==> src/hw/rtl/bfd_pkg.sv <==
// Shared constants, types and helper functions of the box filter downsampler.
`timescale 1ns / 1ps

package bfd_pkg;

  localparam int MAX_WIDTH_DEF    = 2048;
  localparam int MAX_SCALE_DEF    = 8;
  localparam int CHANNEL_BITS_DEF = 16;

  localparam int PIX_W       = 16;
  localparam int DEPTH_W     = 32;
  localparam int COORD_W     = 11;
  localparam int CFG_DIM_W   = 12;
  localparam int CFG_SCALE_W = 4;
  localparam int CFG_DATA_W  = 12;
  localparam int CFG_IDX_W   = 2;

  localparam logic [CFG_DIM_W-1:0]   WIDTH_RST  = 12'd1024;
  localparam logic [CFG_DIM_W-1:0]   HEIGHT_RST = 12'd1024;
  localparam logic [CFG_SCALE_W-1:0] SCALE_RST  = 4'd2;

  typedef enum logic [CFG_IDX_W-1:0] {
    CFG_SRC_WIDTH  = 2'd0,
    CFG_SRC_HEIGHT = 2'd1,
    CFG_SCALE      = 2'd2
  } cfg_idx_e;

  typedef enum logic [1:0] {
    ST_IDLE,
    ST_ACC,
    ST_DIV
  } state_e;

  typedef struct packed {
    logic cap;
    logic acc;
    logic div_load;
    logic div_step;
    logic out_load;
  } cmd_t;

  typedef struct packed {
    logic inblock;
    logic last;
  } stat_t;

  // growth of a block sum over a single pixel
  function automatic int sum_ext(int max_scale);
    return 2 * $clog2(max_scale);
  endfunction

  // one quotient bit per step over the widest (depth) sum
  function automatic int div_steps(int max_scale);
    return DEPTH_W + sum_ext(max_scale);
  endfunction

endpackage

==> src/hw/rtl/bfd_ctrl.sv <==
// Controller: sequences capture, accumulate, divide and result handoff.
`timescale 1ns / 1ps

module bfd_ctrl #(
  parameter int MAX_SCALE = bfd_pkg::MAX_SCALE_DEF
) (
  input  logic           clk_i,
  input  logic           rst_ni,
  input  logic           pix_valid_i,
  output logic           pix_ready_o,
  input  logic           res_ready_i,
  output logic           res_valid_o,
  output logic           cfg_ready_o,
  input  bfd_pkg::stat_t stat_i,
  output bfd_pkg::cmd_t  cmd_o
);
  import bfd_pkg::*;

  localparam int DIV_N = div_steps(MAX_SCALE);
  localparam int CNT_W = $clog2(DIV_N + 1);

  state_e           state_q, state_d;
  logic [CNT_W-1:0] cnt_q, cnt_d;
  logic             res_valid_q, res_valid_d;
  logic             out_free, div_done;

  assign out_free    = !res_valid_q || res_ready_i;
  assign div_done    = (cnt_q == CNT_W'(DIV_N));
  assign res_valid_o = res_valid_q;
  assign cfg_ready_o = 1'b1;

  always_comb begin
    state_d = state_q;
    case (state_q)
      ST_IDLE: begin
        if (pix_valid_i && stat_i.inblock) state_d = ST_ACC;
      end
      ST_ACC: begin
        state_d = stat_i.last ? ST_DIV : ST_IDLE;
      end
      ST_DIV: begin
        if (div_done && out_free) state_d = ST_IDLE;
      end
      default: state_d = ST_IDLE;
    endcase
  end

  always_comb begin
    cmd_o       = '0;
    pix_ready_o = 1'b0;
    cnt_d       = cnt_q;
    case (state_q)
      ST_IDLE: begin
        pix_ready_o = 1'b1;
        cmd_o.cap   = pix_valid_i;
      end
      ST_ACC: begin
        cmd_o.acc      = 1'b1;
        cmd_o.div_load = stat_i.last;
        cnt_d          = '0;
      end
      ST_DIV: begin
        if (!div_done) begin
          cmd_o.div_step = 1'b1;
          cnt_d          = cnt_q + CNT_W'(1);
        end else if (out_free) begin
          cmd_o.out_load = 1'b1;
        end
      end
      default: ;
    endcase
    res_valid_d = cmd_o.out_load ? 1'b1 : (res_ready_i ? 1'b0 : res_valid_q);
  end

  always_ff @(posedge clk_i or negedge rst_ni) begin
    if (!rst_ni) begin
      state_q     <= ST_IDLE;
      cnt_q       <= '0;
      res_valid_q <= 1'b0;
    end else begin
      state_q     <= state_d;
      cnt_q       <= cnt_d;
      res_valid_q <= res_valid_d;
    end
  end

  a_acc_exit: assert property (@(posedge clk_i) disable iff (!rst_ni)
    state_q == ST_ACC |=> (state_q == ST_IDLE || state_q == ST_DIV))
    else $error("accumulate step did not finish in one cycle");

  a_div_hold: assert property (@(posedge clk_i) disable iff (!rst_ni)
    (state_q == ST_DIV && !div_done) |=> state_q == ST_DIV)
    else $error("divide left before all quotient bits");

  a_res_src: assert property (@(posedge clk_i) disable iff (!rst_ni)
    $rose(res_valid_q) |-> $past(state_q == ST_DIV))
    else $error("result raised outside divide");

  a_cnt_range: assert property (@(posedge clk_i) disable iff (!rst_ni)
    state_q == ST_DIV |-> cnt_q <= CNT_W'(DIV_N))
    else $error("divide step count overrun");

endmodule

==> config.mk <==
export PLATFORM = sky130hd
export DESIGN_NAME = bfd_ctrl
export DESIGN_NICKNAME = d
export VERILOG_FILES = /design/src/hw/rtl/bfd_pkg.sv /design/src/hw/rtl/bfd_ctrl.sv
export SDC_FILE = /design/constraint.sdc
export NUM_CORES = 1
export LEC_CHECK = 0
export BUFFER_PORTS_ARGS = -buffer_cell sky130_fd_sc_hd__buf_2
export CORE_AREA = 10 10 47 49
export DETAILED_ROUTE_END_ITERATION = 6
export DIE_AREA = 0 0 57 59
export PLACE_DENSITY_LB_ADDON = 0.12
export SYNTH_ARGS = -nofsm -noshare
export SYNTH_HDL_FRONTEND = slang
export SYNTH_SLANG_ARGS = --single-unit
==> constraint.sdc <==
create_clock -name clk_i -period 2 [get_ports clk_i]
set_clock_uncertainty 0.1 [all_clocks]
set_input_delay 0.3 -clock clk_i [delete_from_list [all_inputs] [get_ports clk_i]]
set_output_delay 0.3 -clock clk_i [all_outputs]
set_load 0.01 [all_outputs]
==> results of run 1 <==
per-stage QoR:
stage	setup slack [ns]	power, mW	hold WS, ns
after floorplan	0.246	0.480	-0.0956
after global placement	0.207	0.577	0.0652
after detailed placement	0.186	0.581	0.0673
after CTS	0.00148	0.747	0.166
after global routing	0.0102	0.811	0.166
final	0.0834	0.749	0.167
layout by cell type, fill, tap and decap left out, types with 2 or more instances in the layout:
cell,Yosys,routed
nor2_1,3,3
o211ai_1,3,3
nand4b_1,2,2
clkbuf_4,0,3
o22ai_1,2,2
inv_1,2,2
nor2b_1,5,5
nand2_1,4,4
o21ai_0,2,2
and2_1,2,2
nand3_1,3,3
nand2b_1,2,2
buf_4,2,7
buf_2,2,12
dfrtp_1,9,8
registers in the layout, summed over array words and instances, names as in the netlist:
| name | count |
|---|---|
| cnt_q | 6 |
| res_valid_o | 1 |
| state_q | 2 |
timing repair:
action / 4_1_cts / 5_1_grt
pin swaps: 0 / 1
endpoints found under the setup margin: 2 / 2
setup buffers: 1 / 4
hold buffers: 1 / 0
resized for setup: 1 / 2
endpoints found under the hold margin: 9 / 0
power groups by stage:
stage          Combinational, mW  Sequential, mW  Clock [mW]
2_1_floorplan              0.233           0.247           0
3_3_place_gp               0.316           0.261           0
3_5_place_dp               0.317           0.264           0
4_1_cts                    0.342           0.252       0.152
5_1_grt                    0.387           0.259       0.164
6_report                   0.344           0.256       0.149
path summary, 6_finish.rpt:
check | endpoint | slack, ns | cells after the start
max | cmd_o[0] | 0.08 | 6
min | state_q[0] | 0.17 | 2
max reg2reg | cnt_q[1] | 0.34 | 7
min reg2reg | cnt_q[5] | 0.51 | 1
max in group asynchronous | cnt_q[1] | 1.29 | 2
min in group asynchronous | state_q[1] | 0.31 | 2
critical path, stage by stage, from the launching register on:
cell and delay [ns]:
dfrtp_1 0.39, inv_1 0.06, ha_2 0.18, nand3b_4 0.08, or2_4 0.25, nor3_2 0.13, buf_2 0.14
routing by layer:
metal | wire length (um) | vias to the layer above | part of all wire | track usage
met3 | 97 | 2 | 0.066 | 0.0429
met5 | 0 | - | 0 | 0
met2 | 708 | 13 | 0.48 | 0.133
met1 | 662 | 267 | 0.45 | 0.0974
met4 | 12 | 0 | 0.0081 | 0.0235
li1 | - | 268 | - | -
area by class of cell:
cell class | instances | area, um^2 | share of cell area
Inverter | 2 | 7.51 | 0.00984
Clock buffer | 4 | 26.3 | 0.0344
Tap cell | 16 | 20.0 | 0.0262
Timing Repair Buffer | 20 | 123 | 0.161
Sequential cell | 9 | 226 | 0.297
Multi-Input combinational cell | 48 | 360 | 0.472
cells by family after synthesis:
| kind of cell | count (synthesis) | synth area share |
|---|---|---|
| AO/OA/AOI/OAI | 14 | 0.179 |
| adder cells (fa/ha/maj) | 2 | 0.0398 |
| buffers and inverters | 8 | 0.0757 |
| flip-flops | 9 | 0.359 |
| multiplexers | 1 | 0.0159 |
| other | 1 | 0.00597 |
| AND/OR/NAND/NOR | 30 | 0.325 |
==> impl_metrics.env, run 1 <==
export IMPL_outcome="finished clean"
export IMPL_wire_per_inst_um=14.9
export IMPL_stdcell_area_um2=763
export IMPL_fp_row_count=14
export IMPL_setup_tns_ns=0
export IMPL_place_congestion=0.818
export IMPL_setup_worst_path_start="cnt_q[0]"
export IMPL_grt_overflow=0
export IMPL_ys_seq_area_frac=0.359
export IMPL_syn_nets=73
export IMPL_antenna_found_initial=0
export IMPL_netlist_area_leader_share=0.359
export IMPL_fillers=136
export IMPL_grt_max_degree=18
export IMPL_ant_nets=0
export IMPL_setup_worst_path_class="flip-flop to primary output"
export IMPL_maxSlewViolCount=0
export IMPL_cts_tree="built"
export IMPL_area_delta_synth_final_pct=21.5
export IMPL_finalHoldViolCount=0
export IMPL_postSynth_asyncResetShare=1.00
export IMPL_netlist_top_cell_by_area="dfrtp_1"
export IMPL_holdCritPathClass="input port to flip-flop"
export IMPL_first_global_vias=492
export IMPL_vias_per_cell=5.56
export IMPL_layout_nets=92
export IMPL_critPathMaxFanout=4
export IMPL_startpoint_type="flip-flop"
export IMPL_syn_area_um2=628
export IMPL_synth_main_ff_cell="dfrtp_1"
export IMPL_routed_wl_um=1480
export IMPL_yosysWarnings=0
export IMPL_yosysMostFrequentCell="dfrtp_1"
export IMPL_dieWidth_um=57
export IMPL_io_pins=14
export IMPL_track_usage=0.0842
export IMPL_cts_max_path_buffers=2
export IMPL_start_util=0.448
export IMPL_cellPowerDensity_mw_per_mm2=981
export IMPL_synth_cell_types=35
export IMPL_syn_avg_cell_area_um2=9.66
export IMPL_first_pass_iters=4
export IMPL_internal_power_uw=437
export IMPL_fmax_ghz=0.522
export IMPL_io_buffers=12
export IMPL_clock_sinks=9
export IMPL_final_cells=99
export IMPL_synth_common_cells="dfrtp_1 (9), nor2b_1 (5), nand2_1 (4)"
export IMPL_antenna_cells=0
export IMPL_cap_violations=0
export IMPL_combPwrFrac=0.460
export IMPL_power_leakage_nw=0.382
export IMPL_cts_htree_levels=1
export IMPL_clk_latency_ns=0.27
export IMPL_cp_end_kind="primary output"
export IMPL_cts_clk_slew_worst_paths_ns=0.06
export IMPL_clkPwrFrac=0.199
export IMPL_setup_viol=0
export IMPL_num_vias=550
export IMPL_drc=0
export IMPL_peakVddDrop_mv=0.655
export IMPL_rr_startpoint="cnt_q[0]"
export IMPL_netSwitchingPower_uw=311
export IMPL_yosys_top_cells_area="dfrtp_1 (36%), nor2b_1 (5.0%), ha_1 (4.0%)"
export IMPL_cp_required_ns=1.60
export IMPL_timing_final_crit_share=0.958
export IMPL_final_util=0.545
export IMPL_pwr_share_seq=0.342
export IMPL_period_needed_ns=1.92
export IMPL_cts_made_buffers=3
export IMPL_grt_first_pass_wirelength_um=2270
export IMPL_coreArea_mm2=0.00140
export IMPL_fp_dieArea_mm2=0.00336
export IMPL_dp_cells=89
export IMPL_critPathArrivalTime_ns=1.52
export IMPL_drtIter0Drc=10
export IMPL_place_area_um2=683
export IMPL_synth_edf_count=0
export IMPL_ys_seq_elements=9
export IMPL_min_from="stat_i[1]"
export IMPL_cts_root_buf="clkbuf_4"
export IMPL_drive_gt1_frac=0.361
export IMPL_swShare=0.416
export IMPL_dp_hpwl_um=1030
export IMPL_die_h_um=59
export IMPL_syn_inst=65
export IMPL_grt_setup_unrepaired="false"
Power figures use the tool's default switching activity.
==> run 2, diff against run 1 <==
==> constraint.sdc (replaced) <==
create_clock -name clk_i -period 1.8 [get_ports clk_i]
set_clock_uncertainty 0.1 [all_clocks]
set_input_delay 0.27 -clock clk_i [delete_from_list [all_inputs] [get_ports clk_i]]
set_output_delay 0.27 -clock clk_i [all_outputs]
set_load 0.01 [all_outputs]
==> run 2 against run 1 <==
Against the previous run: the run now ends with negative setup slack left; sequential power up 21%; non-clock buffer count increased by 3; global-route usage rose by 0.83 points; first-iteration DRC count grew 120%; sequential share of layout area decreased by 1.0 points; count of clock-buffer cells in the layout shrank 1; core utilization grew 1.6 points; cell count up 3.0%; clock power increased by 11%; worst hold slack got worse by 0.043 ns; sequential cell count unchanged; critical path type unchanged.
==> impl_metrics.env, run 2 (synthesis gave the netlist of run 1 again) <==
export IMPL_stdcell_area_um2=786
export IMPL_holdCritPathClass="input port to flip-flop"
export IMPL_startpoint_type="flip-flop"
export IMPL_drive_gt1_frac=0.384
export IMPL_die_h_um=59
export IMPL_first_global_vias=570
export IMPL_dp_hpwl_um=1110
export IMPL_mostFrequentLayoutCell="buf_2"
export IMPL_antenna_found_initial=0
export IMPL_fmax_ghz=0.541
export IMPL_maxSlewViolCount=0
export IMPL_track_usage=0.0925
export IMPL_start_util=0.448
export IMPL_timing_final_crit_share=1.03
export IMPL_ff2ff_path_depth=7
export IMPL_finalWorstSetupSlack_ns=-0.0494
export IMPL_critPathArrivalTime_ns=1.48
export IMPL_finalPower_uw=864
export IMPL_final_cell_mix="buf_2 (12), buf_4 (10), dfrtp_1 (9), nor2b_1 (5), nand2_1 (4)"
export IMPL_critPathMaxFanout=3
export IMPL_fp_dieArea_mm2=0.00336
export IMPL_grt_overflow=0
export IMPL_gr_usage_met3=0.0300
export IMPL_top_usage_layer="met2"
export IMPL_routed_wl_um=1530
export IMPL_failed_checks="negative setup slack"
export IMPL_peakVddDrop_mv=0.674
export IMPL_cp_required_ns=1.43
export IMPL_place_ws_ns=0.113
export IMPL_met1_usage=0.0999
export IMPL_layout_nets=95
export IMPL_io_pins=14
export IMPL_regMostFlops="cnt_q"
export IMPL_num_vias=556
export IMPL_setup_viol=2
export IMPL_place_area_um2=713
export IMPL_finalHoldViolCount=0
export IMPL_fp_row_count=14
export IMPL_drc=0
export IMPL_power_leakage_nw=0.403
export IMPL_first_pass_iters=4
export IMPL_final_util=0.561
export IMPL_place_congestion=0.820
export IMPL_rr_startpoint="cnt_q[0]"
export IMPL_timing_rr_end="cnt_q[1]"
export IMPL_cellPowerDensity_mw_per_mm2=1100
export IMPL_antenna_cells=0
export IMPL_wire_per_inst_um=15.0
export IMPL_r2r_setup_slack_ns=0.18
export IMPL_cp_end_kind="primary output"
export IMPL_area_delta_synth_final_pct=25.1
export IMPL_cts_max_path_buffers=2
export IMPL_setup_worst_path_class="flip-flop to primary output"
export IMPL_dieWidth_um=57
export IMPL_vias_per_cell=5.45
export IMPL_outcome="finished with violations"
export IMPL_cap_violations=0
export IMPL_drtIter0Drc=22
export IMPL_cts_tree="built"
export IMPL_grt_setup_unrepaired="true"
export IMPL_cts_made_buffers=3
export IMPL_grt_max_degree=15
export IMPL_cts_htree_levels=1
export IMPL_clk_latency_ns=0.27
export IMPL_grt_util_met2=0.147
export IMPL_min_from="stat_i[1]"
export IMPL_period_needed_ns=1.85
export IMPL_coreArea_mm2=0.00140
export IMPL_setup_worst_path_start="cnt_q[0]"
export IMPL_cts_clk_slew_worst_paths_ns=0.07
export IMPL_largest_reg_flops=6
export IMPL_cts_root_buf="clkbuf_4"
export IMPL_io_buffers=12
export IMPL_whs_path_depth=2
export IMPL_fillers=129
export IMPL_ant_nets=0
export IMPL_grt_first_pass_wirelength_um=2500
export IMPL_hold_end="state_q[0]"
export IMPL_clock_sinks=9
==> run 2: cell types whose count changed in the layout (fill, tap and decap cells not counted) <==
cell | before | now
buf_4 | 7 | 10
clkbuf_1 | 1 | 0
clkinv_2 | 0 | 1
dfrtp_1 | 8 | 9
dfrtp_2 | 1 | 0
==> run 2: routing by layer <==
layer	routed length [um]	vias up
met5	0	-
met4	58	0
met3	151	7
met2	689	23
met1	632	254
li1	-	272
==> run 2: final cells by class <==
class / instances / area, um^2 / area share
Clock buffer: 3 / 22.5 / 0.0287
Clock inverter: 1 / 5.00 / 0.00637
Inverter: 2 / 7.51 / 0.00955
Multi-Input combinational cell: 48 / 360 / 0.459
Sequential cell: 9 / 225 / 0.287
Tap cell: 16 / 20.0 / 0.0255
Timing Repair Buffer: 23 / 145 / 0.185
==> run 2: stage by stage <==
step | setup TNS, ns | hold WS, ns | std cells
CTS | -0.0764 | 0.123 | 102
global route | -0.171 | 0.137 | 102
global placement | 0 | 0.0398 | 93
detailed placement | 0 | 0.0376 | 93
floorplan | 0 | -0.126 | 65
finish | -0.0703 | 0.123 | 102
==> run 2: repair_timing <==
item                                    CTS  global route
buffers inserted                          4             0
cloned                                    0             0
hold endpoints to repair                  9             0
resized for setup                         2             0
pin swaps                                 2             0
endpoints found under the setup margin    2             2
hold buffers                              1             0
==> run 2: report_power, final <==
part / internal [mW] / switching (mW)
registers: 0.240 / 0.0688
clock network: 0.0824 / 0.0834
logic: 0.190 / 0.199
total: 0.513 / 0.351
==> run 2: how the worst max path moves through the flow <==
| stage | slack [ns] | endpoint | cells past startpoint |
|---|---|---|---|
| after global routing | -0.10 | cmd_o[1] | 6 |
| final | -0.05 | cmd_o[1] | 6 |
| after CTS | -0.05 | cmd_o[1] | 6 |
| after detailed placement | 0.11 | cmd_o[0] | 5 |
| after floorplan | 0.08 | cmd_o[0] | 7 |
| after global placement | 0.14 | cmd_o[0] | 5 |
==> run 2: worst max-delay path, stage by stage (launching register included) <==
cell,delay (ns)
dfrtp_1,0.38
inv_1,0.06
ha_2,0.19
nand3b_4,0.08
or2_4,0.24
nor2b_1,0.12
buf_2,0.14
==> run 3, diff against run 2 <==
--- a/config.mk
+++ b/config.mk
@@ -5,11 +5,13 @@
 export SDC_FILE = /design/constraint.sdc
 export NUM_CORES = 1
 export LEC_CHECK = 0
-export BUFFER_PORTS_ARGS = -buffer_cell sky130_fd_sc_hd__buf_2
 export CORE_AREA = 10 10 47 49
 export DETAILED_ROUTE_END_ITERATION = 6
 export DIE_AREA = 0 0 57 59
+export DONT_BUFFER_PORTS = 1
+export GPL_ROUTABILITY_DRIVEN = 0
 export PLACE_DENSITY_LB_ADDON = 0.12
+export REMOVE_ABC_BUFFERS = 1
 export SYNTH_ARGS = -nofsm -noshare
 export SYNTH_HDL_FRONTEND = slang
 export SYNTH_SLANG_ARGS = --single-unit
==> run 3 against run 2 <==
Against the previous run: the run now ends clean; sequential cell count is the same; critical path depth fell by 1; total power decreased by 4.4%; worst setup slack improved by 0.080 ns; cell count fell by 17%; via count decreased by 13%; register-to-register slack better by 0.07 ns; critical endpoint is now cmd_o[0]; largest power group unchanged.
==> impl_metrics.env, run 3 (synthesis gave the netlist of run 1 again) <==
export IMPL_wire_per_inst_um=15.3
export IMPL_num_vias=484
export IMPL_startpoint_type="flip-flop"
export IMPL_io_buffers=0
export IMPL_met1_usage=0.0846
export IMPL_cp_required_ns=1.43
export IMPL_setup_viol=0
export IMPL_clock_sinks=9
export IMPL_timing_final_crit_share=0.983
export IMPL_cap_violations=0
export IMPL_holdCritPathClass="input port to flip-flop"
export IMPL_cts_clk_slew_worst_paths_ns=0.06
export IMPL_cts_root_buf="clkbuf_4"
export IMPL_largest_reg_flops=6
export IMPL_fmax_ghz=0.565
export IMPL_power_leakage_nw=0.332
export IMPL_maxSlewViolCount=0
export IMPL_timing_hold_ws_ns=0.0538
export IMPL_vias_per_cell=5.69
export IMPL_start_util=0.448
export IMPL_coreArea_mm2=0.00140
export IMPL_finalHoldViolCount=0
export IMPL_cts_max_path_buffers=2
export IMPL_outcome="finished clean"
export IMPL_cp_slowest_cell="dfrtp_1"
export IMPL_critPathArrivalTime_ns=1.40
export IMPL_grt_max_degree=15
export IMPL_cts_htree_levels=1
export IMPL_drc=0
export IMPL_fillers=139
export IMPL_clk_latency_ns=0.26
export IMPL_path_cells="inv_1, ha_2, nand3b_4, or2_4, nor3_4"
export IMPL_regMostFlops="cnt_q"
export IMPL_grt_setup_unrepaired="true"
export IMPL_track_usage=0.0835
export IMPL_grt_first_pass_wirelength_um=2150
export IMPL_mostFrequentLayoutCell="dfrtp_1"
export IMPL_routed_wl_um=1300
export IMPL_cts_tree="built"
export IMPL_first_pass_iters=6
export IMPL_die_h_um=59
export IMPL_ant_nets=0
export IMPL_path_delay_family="simple AND/OR/NAND/NOR gates"
export IMPL_period_needed_ns=1.77
export IMPL_antenna_found_initial=0
export IMPL_cp_end_kind="primary output"
export IMPL_area_delta_synth_final_pct=13.1
export IMPL_dieWidth_um=57
export IMPL_layout_nets=78
export IMPL_drive_gt1_frac=0.261
export IMPL_drtIter0Drc=4
export IMPL_cpPeakStageDelay_ns=0.37
export IMPL_fp_dieArea_mm2=0.00336
export IMPL_grt_util_met2=0.130
export IMPL_io_pins=14
export IMPL_cts_made_buffers=3
export IMPL_peakVddDrop_mv=0.583
export IMPL_critPathMaxFanout=4
export IMPL_gr_usage_met3=0.0365
export IMPL_first_global_vias=463
export IMPL_final_cell_mix="dfrtp_1 (9), buf_4 (5), nor2b_1 (4), nand2_1 (4)"
export IMPL_top_usage_layer="met2"
export IMPL_cellPowerDensity_mw_per_mm2=1160
export IMPL_antenna_cells=0
export IMPL_setup_worst_path_class="flip-flop to primary output"
export IMPL_grt_overflow=0
export IMPL_fp_row_count=14
export IMPL_cp_buffers_inverters=1
export IMPL_final_util=0.507
export IMPL_dp_hpwl_um=954
[run 3: path summary, 6_finish.rpt]
kind,startpoint,end,slack [ns],depth (start not counted)
worst max-delay path,cnt_q[0],cmd_o[0],0.03,5
worst min-delay path,stat_i[1],state_q[0],0.05,1
worst max register to register,cnt_q[0],cnt_q[1],0.25,6
worst min register to register,cnt_q[5],cnt_q[5],0.50,1
max in group asynchronous,rst_ni,cnt_q[2],1.03,1
min in group asynchronous,rst_ni,cnt_q[5],0.27,1
[run 3: power breakdown]
| group | total (mW) | internal, mW | leakage (nW) | switching, mW |
|---|---|---|---|---|
| sequential | 0.304 | 0.241 | 0.121 | 0.0634 |
| combinational | 0.364 | 0.156 | 0.195 | 0.208 |
| clock | 0.158 | 0.0855 | 0.0150 | 0.0720 |
[run 3: worst reg2reg max path, stage by stage (launching register included)]
cell and delay (ns):
dfrtp_1 0.37, inv_1 0.07, ha_2 0.19, nand3b_4 0.09, or2_4 0.26, buf_4 0.16
o311ai_2 0.21
[run 3: final cells by class]
type                            instances  area (um^2)  area share
Clock buffer                            4         26.3      0.0370
Inverter                                2         7.51      0.0106
Multi-Input combinational cell         48          384       0.540
Sequential cell                         9          225       0.317
Tap cell                               16         20.0      0.0282
Timing Repair Buffer                    6         47.5      0.0669
[run 3: through the flow]
| step | instance area, um^2 | setup WS, ns | std cells | total power [mW] | setup TNS (ns) |
|---|---|---|---|---|---|
| floorplan | 588 | 0.157 | 59 | 0.511 | 0 |
| global placement | 638 | 0.204 | 79 | 0.629 | 0 |
| detailed placement | 638 | 0.195 | 79 | 0.630 | 0 |
| CTS | 696 | 0.0128 | 84 | 0.821 | 0 |
| global route | 711 | -0.0422 | 85 | 0.898 | -0.0595 |
| finish | 711 | 0.0306 | 85 | 0.826 | 0 |
[run 3: layer usage]
metal  part of all wire  vias up
met4              0.030        0
met1               0.43      231
met2               0.49        9
met3              0.045        5
li1                   -      239
met5                  0        -
[run 3: repair_timing]
action / CTS / global route
hold endpoints to repair: 9 / 0
resized for setup: 6 / 2
pin swaps: 2 / 0
endpoints found under the setup margin: 4 / 3
setup buffers: 0 / 1
hold buffers: 1 / 0
